===== src/rtl/gci_pkg.sv =====
package gci_pkg;

    // Request kinds carried on the input tuser bit
    localparam logic KIND_APPEND = 1'b0;
    localparam logic KIND_LOOKUP = 1'b1;

    // Top-level sequencer
    typedef enum logic [1:0] {
        S_IDLE,
        S_SCAN,
        S_LERP,
        S_DONE
    } t_state;

    // Interpolation unit sequencer
    typedef enum logic [1:0] {
        L_IDLE,
        L_MUL,
        L_DIV,
        L_FIN
    } t_lerp_state;

endpackage


===== src/rtl/gci_ram.sv =====
module gci_ram
    import gci_pkg::*;
#(
    parameter int unsigned WIDTH = 40,
    parameter int unsigned DEPTH = 16,
    localparam int unsigned AW   = (DEPTH > 1) ? $clog2(DEPTH) : 1
) (
    input  logic             i_clk,
    input  logic             i_we,
    input  logic [AW-1:0]    i_waddr,
    input  logic [WIDTH-1:0] i_wdata,
    input  logic [AW-1:0]    i_raddr,
    output logic [WIDTH-1:0] o_rdata
);

    logic [WIDTH-1:0] r_mem [DEPTH];
    logic [WIDTH-1:0] r_rdata;

    always_ff @(posedge i_clk) begin
        if (i_we) begin
            r_mem[i_waddr] <= i_wdata;
        end
        r_rdata <= r_mem[i_raddr];
    end

    assign o_rdata = r_rdata;

endmodule


===== src/rtl/gci_lerp.sv =====
module gci_lerp
    import gci_pkg::*;
#(
    parameter int unsigned POSITION_BITS = 16,
    parameter int unsigned CHANNEL_BITS  = 8
) (
    input  logic                      i_clk,
    input  logic                      i_rst_n,
    input  logic                      i_start,
    input  logic [3*CHANNEL_BITS-1:0] i_c0,
    input  logic [3*CHANNEL_BITS-1:0] i_c1,
    input  logic [POSITION_BITS-1:0]  i_num,
    input  logic [POSITION_BITS-1:0]  i_den,
    output logic                      o_done,
    output logic [3*CHANNEL_BITS-1:0] o_rgb
);

    localparam int unsigned PB = POSITION_BITS;
    localparam int unsigned CB = CHANNEL_BITS;
    localparam int unsigned SW = $clog2(CB + 1);

    t_lerp_state r_state, n_state;

    logic [CB-1:0] r_c0   [3];
    logic [CB-1:0] r_diff [3];
    logic [2:0]    r_neg;
    logic [PB-1:0] r_num;
    logic [PB-1:0] r_den;
    logic [PB-1:0] r_rem  [3];
    logic [CB-1:0] r_low  [3];
    logic [SW-1:0] r_step;

    logic [PB-1:0] n_rem  [3];
    logic [CB-1:0] n_low  [3];
    logic [SW-1:0] n_step;

    logic [CB+PB-1:0] w_prod [3];
    logic [PB:0]      w_trial [3];

    always_ff @(posedge i_clk) begin
        if (!i_rst_n) begin
            r_state <= L_IDLE;
        end else begin
            r_state <= n_state;
        end
    end

    // Latch operands: magnitude of the colour step and its direction per lane
    always_ff @(posedge i_clk) begin
        if (r_state == L_IDLE && i_start) begin
            for (int k = 0; k < 3; k++) begin
                r_c0[k]  <= i_c0[k*CB +: CB];
                r_neg[k] <= i_c1[k*CB +: CB] < i_c0[k*CB +: CB];
                r_diff[k] <= (i_c1[k*CB +: CB] < i_c0[k*CB +: CB])
                           ? (i_c0[k*CB +: CB] - i_c1[k*CB +: CB])
                           : (i_c1[k*CB +: CB] - i_c0[k*CB +: CB]);
            end
            r_num <= i_num;
            r_den <= i_den;
        end
        for (int k = 0; k < 3; k++) begin
            r_rem[k] <= n_rem[k];
            r_low[k] <= n_low[k];
        end
        r_step <= n_step;
    end

    // The product stays below den << CB, so its upper PB bits already sit below
    // den and only CB quotient bits remain to be found
    always_comb begin
        n_state = r_state;
        n_step  = r_step;
        for (int k = 0; k < 3; k++) begin
            w_prod[k]  = (CB+PB)'(r_diff[k]) * (CB+PB)'(r_num);
            w_trial[k] = {r_rem[k], r_low[k][CB-1]};
            n_rem[k]   = r_rem[k];
            n_low[k]   = r_low[k];
        end
        unique case (r_state)
            L_IDLE: begin
                if (i_start) begin
                    n_state = L_MUL;
                end
            end
            L_MUL: begin
                for (int k = 0; k < 3; k++) begin
                    n_rem[k] = w_prod[k][CB+PB-1:CB];
                    n_low[k] = w_prod[k][CB-1:0];
                end
                n_step  = '0;
                n_state = L_DIV;
            end
            L_DIV: begin
                for (int k = 0; k < 3; k++) begin
                    if (w_trial[k] >= {1'b0, r_den}) begin
                        n_rem[k] = PB'(w_trial[k] - {1'b0, r_den});
                        n_low[k] = {r_low[k][CB-2:0], 1'b1};
                    end else begin
                        n_rem[k] = w_trial[k][PB-1:0];
                        n_low[k] = {r_low[k][CB-2:0], 1'b0};
                    end
                end
                n_step = r_step + 1'b1;
                if (r_step == SW'(CB - 1)) begin
                    n_state = L_FIN;
                end
            end
            L_FIN: begin
                n_state = L_IDLE;
            end
            default: begin
                n_state = L_IDLE;
            end
        endcase
    end

    assign o_done = (r_state == L_FIN);

    always_comb begin
        for (int k = 0; k < 3; k++) begin
            o_rgb[k*CB +: CB] = r_neg[k] ? (r_c0[k] - r_low[k]) : (r_c0[k] + r_low[k]);
        end
    end

endmodule


===== src/rtl/gradient_color_interpolator_top.sv =====
// Piecewise linear colour map.
//
// Input stream (s_axis): tuser carries the request kind (0 append a stop,
// 1 look up a colour); tdata carries position, red, green, blue from bit 0 up.
// An append stores one stop at the end of the table and gives no result; once
// MAX_STOPS stops are held further appends are dropped. A lookup gives one
// result on m_axis: tdata holds red, green, blue from bit 0 up, tuser in_range.
//
// Flow: a lookup searches the table reading one stop per cycle and, where the
// query falls inside a segment, runs the interpolation unit (one multiply, one
// quotient bit per cycle for all three channels, one finishing step), then
// hands the result to the output register. The request port accepts only while
// the sequencer is idle.
//
// Reset clears the stop count and all handshake state; the stop RAM is not
// cleared, as only entries below the count are ever evaluated. When the receiver
// stalls the result waits in the output register; the next request is still
// accepted, and its result holds in the sequencer until the register frees.
module gradient_color_interpolator_top
    import gci_pkg::*;
#(
    parameter int unsigned MAX_STOPS     = 16,
    parameter int unsigned POSITION_BITS = 16,
    parameter int unsigned CHANNEL_BITS  = 8,
    localparam int unsigned IN_W  = ((POSITION_BITS + 3*CHANNEL_BITS + 7) / 8) * 8,
    localparam int unsigned OUT_W = ((3*CHANNEL_BITS + 7) / 8) * 8
) (
    input  logic             i_clk,
    input  logic             i_rst_n,
    input  logic             i_s_axis_tvalid,
    output logic             o_s_axis_tready,
    input  logic [IN_W-1:0]  i_s_axis_tdata,   // position, red, green, blue
    input  logic [0:0]       i_s_axis_tuser,   // kind
    output logic             o_m_axis_tvalid,
    input  logic             i_m_axis_tready,
    output logic [OUT_W-1:0] o_m_axis_tdata,   // out_red, out_green, out_blue
    output logic [0:0]       o_m_axis_tuser    // in_range
);

    localparam int unsigned PB = POSITION_BITS;
    localparam int unsigned CB = CHANNEL_BITS;
    localparam int unsigned RW = 3 * CB;
    localparam int unsigned EW = PB + RW;
    localparam int unsigned IW = $clog2(MAX_STOPS);
    localparam int unsigned CW = $clog2(MAX_STOPS + 1);

    t_state r_state, n_state;

    logic [CW-1:0] r_count, n_count;
    logic [CW-1:0] r_idx,   n_idx;    // next entry to read
    logic [CW-1:0] r_ridx,  n_ridx;   // entry whose data is on the RAM output
    logic          r_dv,    n_dv;
    logic [PB-1:0] r_q,     n_q;
    logic [PB-1:0] r_prev_pos, n_prev_pos;
    logic [RW-1:0] r_prev_rgb, n_prev_rgb;
    logic [RW-1:0] r_res_rgb,  n_res_rgb;
    logic          r_res_inr,  n_res_inr;
    logic          r_ovalid,   n_ovalid;
    logic [RW-1:0] r_orgb,     n_orgb;
    logic          r_oinr,     n_oinr;

    logic          w_in_acc;
    logic          w_append;
    logic [EW-1:0] w_wdata;
    logic [EW-1:0] w_rdata;
    logic [PB-1:0] w_rpos;
    logic [RW-1:0] w_rrgb;
    logic          w_lerp_start;
    logic          w_lerp_done;
    logic [RW-1:0] w_lerp_rgb;

    assign o_s_axis_tready = (r_state == S_IDLE);
    assign w_in_acc        = i_s_axis_tvalid && o_s_axis_tready;
    assign w_append        = w_in_acc && (i_s_axis_tuser[0] == KIND_APPEND)
                           && (r_count < CW'(MAX_STOPS));
    assign w_wdata         = i_s_axis_tdata[EW-1:0];
    assign w_rpos          = w_rdata[PB-1:0];
    assign w_rrgb          = w_rdata[EW-1:PB];

    // One entry per stop: position in the low bits, then red, green, blue
    gci_ram #(
        .WIDTH (EW),
        .DEPTH (MAX_STOPS)
    ) u_stops (
        .i_clk   (i_clk),
        .i_we    (w_append),
        .i_waddr (r_count[IW-1:0]),
        .i_wdata (w_wdata),
        .i_raddr (r_idx[IW-1:0]),
        .o_rdata (w_rdata)
    );

    gci_lerp #(
        .POSITION_BITS (PB),
        .CHANNEL_BITS  (CB)
    ) u_lerp (
        .i_clk   (i_clk),
        .i_rst_n (i_rst_n),
        .i_start (w_lerp_start),
        .i_c0    (r_prev_rgb),
        .i_c1    (w_rrgb),
        .i_num   (r_q - r_prev_pos),
        .i_den   (w_rpos - r_prev_pos),
        .o_done  (w_lerp_done),
        .o_rgb   (w_lerp_rgb)
    );

    always_ff @(posedge i_clk) begin
        if (!i_rst_n) begin
            r_state  <= S_IDLE;
            r_count  <= '0;
            r_dv     <= 1'b0;
            r_ovalid <= 1'b0;
        end else begin
            r_state  <= n_state;
            r_count  <= n_count;
            r_dv     <= n_dv;
            r_ovalid <= n_ovalid;
        end
    end

    always_ff @(posedge i_clk) begin
        r_idx      <= n_idx;
        r_ridx     <= n_ridx;
        r_q        <= n_q;
        r_prev_pos <= n_prev_pos;
        r_prev_rgb <= n_prev_rgb;
        r_res_rgb  <= n_res_rgb;
        r_res_inr  <= n_res_inr;
        r_orgb     <= n_orgb;
        r_oinr     <= n_oinr;
    end

    always_comb begin
        n_state      = r_state;
        n_count      = r_count;
        n_idx        = r_idx;
        n_ridx       = r_ridx;
        n_q          = r_q;
        n_prev_pos   = r_prev_pos;
        n_prev_rgb   = r_prev_rgb;
        n_res_rgb    = r_res_rgb;
        n_res_inr    = r_res_inr;
        n_orgb       = r_orgb;
        n_oinr       = r_oinr;
        n_ovalid     = r_ovalid;
        w_lerp_start = 1'b0;

        // Drop the held result once the receiver takes it
        if (r_ovalid && i_m_axis_tready) begin
            n_ovalid = 1'b0;
        end

        unique case (r_state)
            S_IDLE: begin
                if (w_in_acc) begin
                    if (i_s_axis_tuser[0] == KIND_APPEND) begin
                        if (w_append) begin
                            n_count = r_count + 1'b1;
                        end
                    end else begin
                        n_q   = i_s_axis_tdata[PB-1:0];
                        n_idx = '0;
                        if (r_count == '0) begin
                            n_res_rgb = '0;
                            n_res_inr = 1'b0;
                            n_state   = S_DONE;
                        end else begin
                            n_state = S_SCAN;
                        end
                    end
                end
            end
            S_SCAN: begin
                // Issue one read per cycle; evaluate the entry read last cycle
                n_idx  = r_idx + 1'b1;
                n_ridx = r_idx;
                if (r_dv) begin
                    if (r_q > w_rpos) begin
                        if (r_ridx + 1'b1 == r_count) begin
                            // Query beyond the last stop
                            n_res_rgb = '0;
                            n_res_inr = 1'b0;
                            n_state   = S_DONE;
                        end else begin
                            n_prev_pos = w_rpos;
                            n_prev_rgb = w_rrgb;
                        end
                    end else if (r_ridx == '0) begin
                        // First stop: exact hit gives its colour, below it black
                        n_res_rgb = (r_q == w_rpos) ? w_rrgb : '0;
                        n_res_inr = (r_q == w_rpos);
                        n_state   = S_DONE;
                    end else if (w_rpos <= r_prev_pos) begin
                        // Zero-width or backward segment: hold the lower stop's colour
                        n_res_rgb = r_prev_rgb;
                        n_res_inr = 1'b1;
                        n_state   = S_DONE;
                    end else begin
                        w_lerp_start = 1'b1;
                        n_state      = S_LERP;
                    end
                end
            end
            S_LERP: begin
                if (w_lerp_done) begin
                    n_res_rgb = w_lerp_rgb;
                    n_res_inr = 1'b1;
                    n_state   = S_DONE;
                end
            end
            S_DONE: begin
                if (!r_ovalid || i_m_axis_tready) begin
                    n_orgb   = r_res_rgb;
                    n_oinr   = r_res_inr;
                    n_ovalid = 1'b1;
                    n_state  = S_IDLE;
                end
            end
            default: begin
                n_state = S_IDLE;
            end
        endcase

        // RAM data is valid next cycle only while the scan continues
        n_dv = (r_state == S_SCAN) && (n_state == S_SCAN);
    end

    assign o_m_axis_tvalid   = r_ovalid;
    assign o_m_axis_tdata    = OUT_W'(r_orgb);
    assign o_m_axis_tuser[0] = r_oinr;

endmodule


===== config.mk =====
export PLATFORM = sky130hd
export DESIGN_NAME = gradient_color_interpolator_top
export DESIGN_NICKNAME = d
export VERILOG_FILES = /design/src/rtl/gci_pkg.sv /design/src/rtl/gci_ram.sv /design/src/rtl/gci_lerp.sv /design/src/rtl/gradient_color_interpolator_top.sv
export SDC_FILE = /design/constraint.sdc
export NUM_CORES = 2
export LEC_CHECK = 0
export ABC_CLOCK_PERIOD_IN_PS = 18700
export BUFFER_PORTS_ARGS = -buffer_cell sky130_fd_sc_hd__clkbuf_2
export CORE_MARGIN = 1
export CORE_UTILIZATION = 30
export DETAILED_ROUTE_END_ITERATION = 16
export SLEW_MARGIN = 30
export SYNTH_ARGS = -nofsm -noshare
export SYNTH_HDL_FRONTEND = slang
export SYNTH_SLANG_ARGS = --single-unit

===== constraint.sdc =====
create_clock -name i_clk -period 18.7 [get_ports i_clk]
set_clock_uncertainty 0.2 [all_clocks]
set_input_delay 3.74 -clock i_clk [delete_from_list [all_inputs] [get_ports i_clk]]
set_output_delay 3.74 -clock i_clk [all_outputs]
set_load 0.005 [all_outputs]

==> flow_summary.json <==
{
  "final_nets": 4747,
  "finalNonFillerCells": 6668,
  "ios": 72,
  "pre_cts_slack_ns": 12.38,
  "yosysWarnings": 0,
  "hold_violations": 0,
  "setup_ws_ns": 12.74,
  "reg2reg_to": "u_lerp.r_rem[0][30]",
  "hp-class": "flip-flop to flip-flop",
  "crit_chain": "and2_1, fa_1, inv_1, fa_1, fa_1, fa_1, inv_1, ha_1, and3_1, a221o_1, a31oi_1, a21oi_1, a41oi_2, nor3_1, or4_1, o221ai_1",
  "synth_edf_count": 915,
  "wl_per_cell_um": 19.1,
  "layout_worst_path_cycle_share": 0.319,
  "rows": 157,
  "dr.pass1.iters": 5,
  "syn-instance-count": 4057,
  "worstPathMaxFanout": 24,
  "root_buffer": "clkbuf_16",
  "holdCritStartpoint": "r_res_rgb[6]",
  "power.density_nw_per_um2": 106,
  "slew_violations": 0,
  "syn_area_um2": 55200,
  "cts_setup_buffers": 0,
  "crit_buf_inv": 2,
  "drv_cap": 0,
  "gp_congestion": 0.850,
  "async_reset_ff_frac": 0,
  "synth-seq-area-share": 0.516,
  "use_met2": 0.234,
  "worst_pin_slew_ns": 0.987,
  "grt_overflow_total": 0,
  "rr_worst_depth": 16,
  "startpoint": "u_lerp.r_num[4]",
  "dieArea_um2": 186000,
  "reg2reg_setup_slack_ns": 12.74,
  "grt_use_met3": 0.0185,
  "grt_setup_unrepaired": "false",
  "vdd_drop_max_uv": 87.6,
  "hold_end": "o_m_axis_tdata[6]",
  "setup_viol": 0,
  "drt-vias-per-instance": 4.80,
  "syn_nets": 4679,
  "grt_pass1_wl_um": 198000,
  "grt.busiest_layer": "met2",
  "min_path_cells": 0,
  "cp_slowest_cell": "edfxtp_1",
  "fill_cells": 17700,
  "leakage_uw": 0.0231,
  "slew_headroom": 0.342,
  "antenna_found_initial": 17,
  "drc": 0,
  "fin_setup_tns_ns": 0,
  "slowest_delay_ns": 0.75,
  "grt_pass1_vias": 33500,
  "cts_tree": "yes",
  "dieWidth_um": 431,
  "vias": 32000,
  "ctsResizeCount": 0,
  "drive_above_1_share": 0.130,
  "crit_top_cell": "fa_1",
  "syn2layout_area_growth_pct": 12.1,
  "grtUsageMet1": 0.184,
  "cts_buffer_depth": 3,
  "placed_cells": 6486,
  "grt_max_degree": 148,
  "clkTransAtPathRegs_ns": 0.08,
  "status": "finished clean",
  "total_power_uw": 6580,
  "finalWirelength_um": 128000,
  "core-area_um2": 183000,
  "cts_buffers": 96,
  "path_class": "flip-flop to flip-flop",
  "dieHeight_um": 431,
  "grtUsageTotal": 0.138,
  "insertion_delay_ns": 0.72,
  "route.antenna.remaining_nets": 0,
  "ys.flop_type": "edfxtp_1",
  "synth_seq_cells": 966,
  "worstPathArrival_ns": 6.31,
  "avgSynthCellArea_um2": 13.6,
  "synth.distinct_cells": 88,
  "drt_iter0_markers": 2346,
  "cts_sinks": 966,
  "crit_path_start_kind": "flip-flop",
  "end_kind": "flip-flop",
  "dp_hpwl_um": 86300,
  "initial_core_util": 0.302,
  "fin_crit_ns": 5.96,
  "h-tree-depth": 3,
  "portBuffers": 71,
  "ctsHoldBuffers": 0,
  "fmax_ghz": 0.168,
  "cp_top_family": "adder cells",
  "reg2reg_from": "u_lerp.r_num[4]",
  "crit_required_ns": 19.04
}
==> worst max path at each step <==
stage | cells past startpoint | end | slack, ns
floorplan | 4 | u_stops.r_mem[15][0] | 11.90
global placement | 6 | u_stops.r_mem[5][10] | 12.44
detailed placement | 6 | u_stops.r_mem[7][12] | 12.38
CTS | 16 | u_lerp.r_rem[0][30] | 12.68
global route | 17 | u_lerp.r_rem[0][14] | 12.37
finish | 16 | u_lerp.r_rem[0][30] | 12.74
==> layout by cell type, fill, tap and decap left out, types with 40 or more instances in the layout <==
master and count:
nor2_1 140, nand3_1 49, and2_1 336, fa_1 266, dfxtp_1 51, a21oi_1 146
edfxtp_1 915, mux4_2 200, o21ai_0 109, nor2b_1 43, ha_1 309, clkbuf_16 97
a21o_1 51, nand2_1 179, clkbuf_2 71, xnor2_1 115, xor2_1 53, mux2i_1 40
inv_1 463
==> cells in the mapped netlist, drive strengths merged, types with 53 or more instances <==
cell type  number  area share
a21oi         151       0.014
and2          336       0.038
clkbuf        119      0.0082
edfxtp        915        0.50
fa            266       0.096
ha            311       0.070
inv           466       0.032
mux4          200       0.082
nand2         179       0.012
nor2          159       0.011
o21ai         110       0.010
xnor2         115       0.018
xor2           53      0.0084
==> per-layer routing <==
metal  wire length [um]  share of wire  up-vias
li1                   -              -    14700
met5                 43        0.00034        -
met1              56500           0.44    16400
met2              61400           0.48      676
met3               6020          0.047      176
met4               3640          0.029        8
==> logic make-up (layout without fill, tap and decap cells) <==
| logic type | count (synthesis) | after routing | share of synthesized area |
|---|---|---|---|
| flip-flops | 966 | 966 | 0.516 |
| AND/OR/NAND/NOR | 919 | 919 | 0.0881 |
| buffers and inverters | 612 | 757 | 0.0423 |
| adder cells (fa/ha/maj) | 577 | 577 | 0.167 |
| AO/OA/AOI/OAI | 549 | 549 | 0.0656 |
| multiplexers | 266 | 266 | 0.0943 |
| XOR/XNOR | 168 | 168 | 0.0266 |
| other | 0 | 2 | 0 |
==> sequential cells by signal (all words and copies together) (netlist names), 3 cells and up <==
register         flops
r_prev_pos          16
o_m_axis_tdata      24
u_lerp.r_low        24
r_q                 16
u_stops.o_rdata     40
u_lerp.r_step        4
u_lerp.r_num        16
r_res_rgb           24
u_lerp.r_neg         3
r_count              5
u_lerp.r_diff       24
u_stops.r_mem      640
r_idx                5
r_prev_rgb          24
r_ridx               5
u_lerp.r_rem        48
u_lerp.r_c0         24
u_lerp.r_den        16
==> metrics by stage <==
step / util / hold WS, ns / area, um2
floorplan: - / 0.200 / 55200
global placement: 0.320 / 0.210 / 58600
detailed placement: 0.320 / 0.205 / 58600
CTS: 0.338 / 0.219 / 61800
global route: 0.338 / 0.223 / 61900
finish: 0.338 / 0.219 / 61900
==> layout make-up <==
class	instances	area [um2]	area share
clock inverters	58	667	0.0108
diodes	2	5.00	0.0000809
well taps	2464	3080	0.0498
inverters	466	1750	0.0283
clock buffers	117	2540	0.0411
repair buffers	116	772	0.0125
multi-input cells	2479	24600	0.397
flip-flops and latches	966	28500	0.460
==> where the power goes <==
group          internal [uW]  switching [uW]
Clock                   1100             857
Sequential              2610             134
Combinational            803            1070
Note: power is estimated with default switching activity, not from simulation.
